==> config.mk <==
export PLATFORM = sky130hd
export DESIGN_NAME = pna_ctrl
export DESIGN_NICKNAME = d
export VERILOG_FILES = /design/src/rtl/pna_pkg.sv /design/src/rtl/pna_ctrl.sv
export SDC_FILE = /design/constraint.sdc
export NUM_CORES = 1
export LEC_CHECK = 0
export ABC_AREA = 1
export BUFFER_PORTS_ARGS = -buffer_cell sky130_fd_sc_hd__clkbuf_2
export CAP_MARGIN = 0
export CORE_AREA = 2 2 39 41
export CTS_CLUSTER_DIAMETER = 120
export DETAILED_ROUTE_END_ITERATION = 6
export DIE_AREA = 0 0 41 43
export GPL_ROUTABILITY_DRIVEN = 0
export GPL_TIMING_DRIVEN = 0
export PLACE_DENSITY = 0.4
export SLEW_MARGIN = 15
export SYNTH_ARGS = -nofsm -noshare
export SYNTH_HDL_FRONTEND = slang
export SYNTH_SLANG_ARGS = --single-unit
==> constraint.sdc <==
create_clock -name i_clk -period 1.4 [get_ports i_clk]
set_clock_uncertainty 0.2 [all_clocks]
set_input_delay 0.28 -clock i_clk [delete_from_list [all_inputs] [get_ports i_clk]]
set_output_delay 0.28 -clock i_clk [all_outputs]
set_load 0.05 [all_outputs]
==> src/rtl/pna_pkg.sv <==
// Shared types, constants and codes for the pooled node allocator.
`timescale 1ns / 1ps

package pna_pkg;

    localparam int POOL_COUNT_DEF       = 64;
    localparam int NODES_PER_POOL_DEF   = 4096;
    localparam int FREE_STACK_DEPTH_DEF = 1024;

    localparam int POOL_W   = 6;
    localparam int OFFSET_W = 12;
    localparam int ENTRY_W  = POOL_W + OFFSET_W;
    localparam int STATUS_W = 2;
    localparam int PPS_W    = 4;
    localparam int ROT_W    = 3;
    localparam int APB_AW   = 3;
    localparam int APB_DW   = 32;

    localparam logic [PPS_W-1:0] PPS_RESET = 4'd1;
    localparam logic [PPS_W-1:0] PPS_MAX   = 4'd8;

    localparam logic [APB_AW-1:0] ADDR_POOLS_PER_SET = 3'd0;

    localparam logic OPC_ALLOC = 1'b0;
    localparam logic OPC_FREE  = 1'b1;

    localparam logic [STATUS_W-1:0] ST_ALLOC      = 2'd0;
    localparam logic [STATUS_W-1:0] ST_FREED      = 2'd1;
    localparam logic [STATUS_W-1:0] ST_EXHAUSTED  = 2'd2;
    localparam logic [STATUS_W-1:0] ST_STACK_FULL = 2'd3;

    typedef struct packed {
        logic                opcode;
        logic [POOL_W-1:0]   free_pool;
        logic [OFFSET_W-1:0] free_offset;
    } t_request;

    typedef struct packed {
        logic [STATUS_W-1:0] status;
        logic [POOL_W-1:0]   grant_pool;
        logic [OFFSET_W-1:0] grant_offset;
        logic                reused;
    } t_result;

    typedef struct packed {
        logic load;
        logic rd2;
        logic commit_free;
        logic commit_pop;
        logic commit_bump1;
        logic commit_bump2;
        logic report_full;
        logic report_exh;
    } t_cmd;

    typedef struct packed {
        logic op_free;
        logic stack_empty;
        logic stack_full;
        logic fill1_full;
        logic fill2_full;
        logic set_left;
    } t_sts;

endpackage

==> src/rtl/pna_ctrl.sv <==
// Request sequencer: accept, evaluate, optional second pool lookup.
`timescale 1ns / 1ps

module pna_ctrl (
    input  logic          i_clk,
    input  logic          i_rst_n,
    input  logic          i_accept,
    input  pna_pkg::t_sts i_sts,
    output pna_pkg::t_cmd o_cmd,
    output logic          o_busy
);

    import pna_pkg::*;

    localparam logic [1:0] S_IDLE  = 2'd0;
    localparam logic [1:0] S_EVAL  = 2'd1;
    localparam logic [1:0] S_EVAL2 = 2'd2;

    logic [1:0] r_state;
    logic [1:0] n_state;
    t_cmd       cmd;

    always_comb begin
        cmd      = '0;
        n_state  = r_state;
        cmd.load = i_accept;
        case (r_state)
            S_IDLE: begin
                if (i_accept) begin
                    n_state = S_EVAL;
                end
            end
            S_EVAL: begin
                n_state = S_IDLE;
                if (i_sts.op_free) begin
                    if (i_sts.stack_full) begin
                        cmd.report_full = 1'b1;
                    end else begin
                        cmd.commit_free = 1'b1;
                    end
                end else if (!i_sts.stack_empty) begin
                    cmd.commit_pop = 1'b1;
                end else if (!i_sts.fill1_full) begin
                    cmd.commit_bump1 = 1'b1;
                end else if (!i_sts.set_left) begin
                    cmd.report_exh = 1'b1;
                end else begin
                    cmd.rd2 = 1'b1;
                    n_state = S_EVAL2;
                end
            end
            S_EVAL2: begin
                n_state = S_IDLE;
                if (i_sts.fill2_full) begin
                    cmd.report_exh = 1'b1;
                end else begin
                    cmd.commit_bump2 = 1'b1;
                end
            end
            default: begin
                n_state = S_IDLE;
            end
        endcase
    end

    always_ff @(posedge i_clk) begin
        if (!i_rst_n) begin
            r_state <= S_IDLE;
        end else begin
            r_state <= n_state;
        end
    end

    assign o_cmd  = cmd;
    assign o_busy = (r_state != S_IDLE);

endmodule

Yosys cells after proc, flatten, opt, wreduce, memory -nomap -nowiden
Cells that the tools add are included.
Storage, ports and cells
  flip-flop bits (word level): 2
  latch bits: 0
  memory bits (writable): 0
  memory bits (read-only): 0
  input bits: 9
  output and inout port bits: 9
  word-level logic and storage cells: 34
  memories kept: 0
Cells by class
  add/sub/neg operators: 0
  multiply operators: 0
  div/mod/pow operators: 0
  $lt $le $gt $ge: 0
  equality and inequality tests: 3
  shifts and indexed selects: 0
  multiplexer cells: 28
  bitwise gates (word level): 0
  reduce and logical (&&, ||, !) cells: 2
Operators by type and width (number)
  $mux 1: 19
  $mux 2: 6
  $mux 4: 1
  $pmux 2 s2: 1
  $eq 2x1->1 const B: 1
  $eq 2x2->1 const B: 1
  $logic_not 2->1: 1
  $ne 2x2->1 const B: 1
  $pmux 1 s2: 1
  $reduce_bool 2->1: 1

Longest topological paths before layout
  depth after elaboration: 5
  depth in mapped cells: 6
  mapped depth without buffers: 6

Worst setup path before layout
No wires, ideal clock.
  kind: reg2out
  start point: reg r_state[1]
  end point: out o_cmd[5] (netlist name)
  data arrival time: 1.642 ns
  data required time: 0.920 ns
  setup slack: -0.722 ns
  cell stages (with the launch flop): 5
  buffers on the path: 0
  cell sequence: dfxtp_1 inv_1 ha_1 inv_1 nor3_1
RTL lines
  from (decl): line pna_ctrl.sv:19  | logic [1:0] r_state;
  from (signal assigned): line pna_ctrl.sv:70  | r_state <= n_state;
  to (decl): line pna_ctrl.sv:9  | output pna_pkg::t_cmd o_cmd,

==> flow_metrics.py <==
metrics = {
    "outcome": {
        "run_status": "complete, but fails checks",
        "violations": "setup timing",
    },
    "final_layout": {
        "largest_reg_flops": 2,
        "area_growth_pct": 166.7,
        "num_antenna_cells": 0,
        "fin_area_sq_um": 640.6,
        "final_cells": 82,
        "register_area_sq_um": 42.54,
        "nFillCells": 135,
        "finalNetCount": 81,
        "multi_input_area_sq_um": 245.2,
        "drive_above_1_share_pct": 80.30,
        "largest_register": "r_state",
        "fin_util_pct": 46.29,
        "top_regs": "r_state: 2 flops",
    },
    "setup_path": {
        "cp_max_fo": 2,
        "crit_type": "reg2out",
        "end_kind": "primary output",
        "crit_path_start_kind": "flop",
        "arrival_ps": 1310,
        "crit_required_ps": 920,
    },
    "clock_network": {
        "root_buffer": "clkbuf_4",
        "ctsLongestPathBuffers": 2,
        "clk_pin_slew_worst_paths_ps": 30,
        "cts.sinks": 2,
        "cts_tree": "yes",
        "htree_levels": 1,
        "cts_made_buffers": 3,
        "clk_latency_ps": 220,
    },
    "grt": {
        "busiest_layer": "met2",
        "grt_start_max_net_pins": 5,
        "grt_use_met3_pct": 1.571,
        "met2_usage_pct": 16.25,
        "grt.total_usage_pct": 9.719,
        "antenna_found_initial": 0,
        "met1_usage_pct": 10.54,
        "grt_overflow": 0,
        "grt_pass1_wl_um": 1166,
        "grt_pass1_vias": 312,
    },
    "logic_synthesis": {
        "postSynthAreaPerCell_sq_um": 6.322,
        "synth_seq_cells": 2,
        "synth_top_family_by_area": "simple AND/OR/NAND/NOR gates",
        "synth.most_common_cell": "inv_1",
        "synth_area_sq_um": 240.2,
        "synth_flop_cell": "dfxtp_1",
        "synth_top_area_cell": "ha_1",
        "yosys.area_share.adder_pct": 20.83,
        "synth-simple-area-share_pct": 28.65,
        "synth_compound_area_share_pct": 11.98,
        "synth-edff-count": 0,
        "muxShareOfSynthArea_pct": 0,
        "yosysTopAreaCellShare_pct": 20.83,
        "yosys-top-cells-area": "ha_1 21%, inv_1 19%, dfxtp_1 17%, nand2_1 7.8%, nor2_1 7.8%",
        "synth_common_cells": "12 x inv_1, 5 x nand2_1, 5 x nor2_1",
        "ys_types": 13,
        "async_reset_ff_share_pct": 0,
        "seq_area_frac_synth_pct": 16.67,
        "syn-num-nets": 51,
        "yosys.area_share.xor_xnor_pct": 0,
        "yosys_warnings": 0,
        "synthCells": 38,
    },
    "run": {
        "maxCapViolCount": 0,
    },
    "die": {
        "io_pins": 18,
        "row_count": 14,
        "fp.dieH_um": 43,
        "die_area_sq_um": 1763,
        "fp.dieW_um": 41,
        "initial_core_util_pct": 17.36,
        "core_area_sq_um": 1384,
    },
    "routing": {
        "detail_route.drc_violations": 0,
        "wl_per_cell_um": 9.256,
        "routed_wl_um": 759,
        "ant_nets": 0,
        "drtIter0Drc": 3,
        "first_pass_iters": 4,
        "vias_per_cell": 4.000,
        "vias": 328,
    },
    "sta": {
        "slew_headroom_pct": 81.79,
        "fin_ws_ps": -385.0,
        "fmax_mhz": 560.2,
        "finalSetupTns_ps": -2393,
        "setup_viol": 8,
        "rsz0062_at_grt": "yes",
        "timing.hold.ws_ps": 91.56,
        "tightest_slew_ps": 274.3,
        "finalCritPeriodShare_pct": 127.5,
        "period_minus_slack_ps": 1785,
        "hold_viol_final": 0,
        "slew_viol_final": 0,
    },
    "power": {
        "p_leak_nw": 0.2842,
        "power.density_nw_per_um2": 772.5,
        "ir_drop_v": 0.0004966,
        "power_mw": 0.4949,
    },
    "placement": {
        "placed_area_sq_um": 415.4,
        "pre_cts_ws_ps": -348.8,
        "post-dp-hpwl_um": 442.3,
        "numPortBuffers": 17,
        "dp.cells": 71,
    },
    "worst_hold_path": {
        "worstHoldPathType": "in2reg",
    },
}
-- repair_timing --
item	in CTS	in global routing
gates resized for setup	21	17
endpoints found under the hold margin	0	0
setup endpoints to repair	8	10
pin swaps	6	0
cloned	0	0
hold buffers	0	0
buffers inserted	6	2
-- logic make-up (layout without fill, tap and decap cells) --
logic type | after synthesis | count (layout)
AOI/OAI and AO/OA | 5 | 5
adders and majority gates | 4 | 4
buffers and inverters | 13 | 41
DFF | 2 | 2
and+or+nand+nor | 14 | 14
-- area by class of cell --
cell class | instances | area share (%)
repair buffers | 25 | 38.87
clock buffers | 3 | 3.516
inverters | 12 | 8.398
plain buffers | 1 | 1.172
well taps | 16 | 3.125
multi-input cells | 23 | 38.28
flip-flops and latches | 2 | 6.641
-- critical path: stages (launching register included) --
cell	delay [ps]
dfxtp_2	330
inv_2	50
buf_4	140
ha_4	260
inv_2	30
a21oi_4	110
buf_8	160
-- layout by cell type (no fill, tap or decap), types with 2 or more instances in the layout --
cell type  netlist  routed
buf_4            1       8
buf_8            0       6
clkbuf_16        0       2
clkbuf_2         0       9
clkbuf_4         0       3
dfxtp_2          0       2
ha_4             0       3
inv_1           12       4
inv_2            0       5
inv_4            0       2
nand2_1          5       4
nand3_2          1       2
nor2_4           1       5
-- report_power, final --
| group | switching, mW | internal [mW] | leakage [nW] | total, mW |
|---|---|---|---|---|
| logic | 0.159 | 0.132 | 0.253 | 0.291 |
| clock network | 0.0337 | 0.0947 | 0.0138 | 0.128 |
| registers | 0.00983 | 0.0661 | 0.0172 | 0.0759 |
| total | 0.202 | 0.293 | 0.284 | 0.495 |
-- path summary, 6_finish.rpt --
path | start | endpoint | slack [ps] | cells past startpoint
hold reg to reg | r_state[0]$_SDFFE_PN0P_ | r_state[0]$_SDFFE_PN0P_ | 380 | 2
hold / removal | i_rst_n | r_state[0]$_SDFFE_PN0P_ | 90 | 3
setup / recovery | r_state[1]$_SDFFE_PN0P_ | o_cmd[0] | -390 | 6
setup reg to reg | r_state[1]$_SDFFE_PN0P_ | r_state[1]$_SDFFE_PN0P_ | 50 | 7
-- layer usage --
| metal | share of wire [%] | routed length (um) |
|---|---|---|
| met5 | 0 | 0 |
| met4 | 0 | 0 |
| met3 | 4.7 | 36 |
| met2 | 60 | 456 |
| met1 | 35 | 266 |
Power figures use the tool's default switching activity.
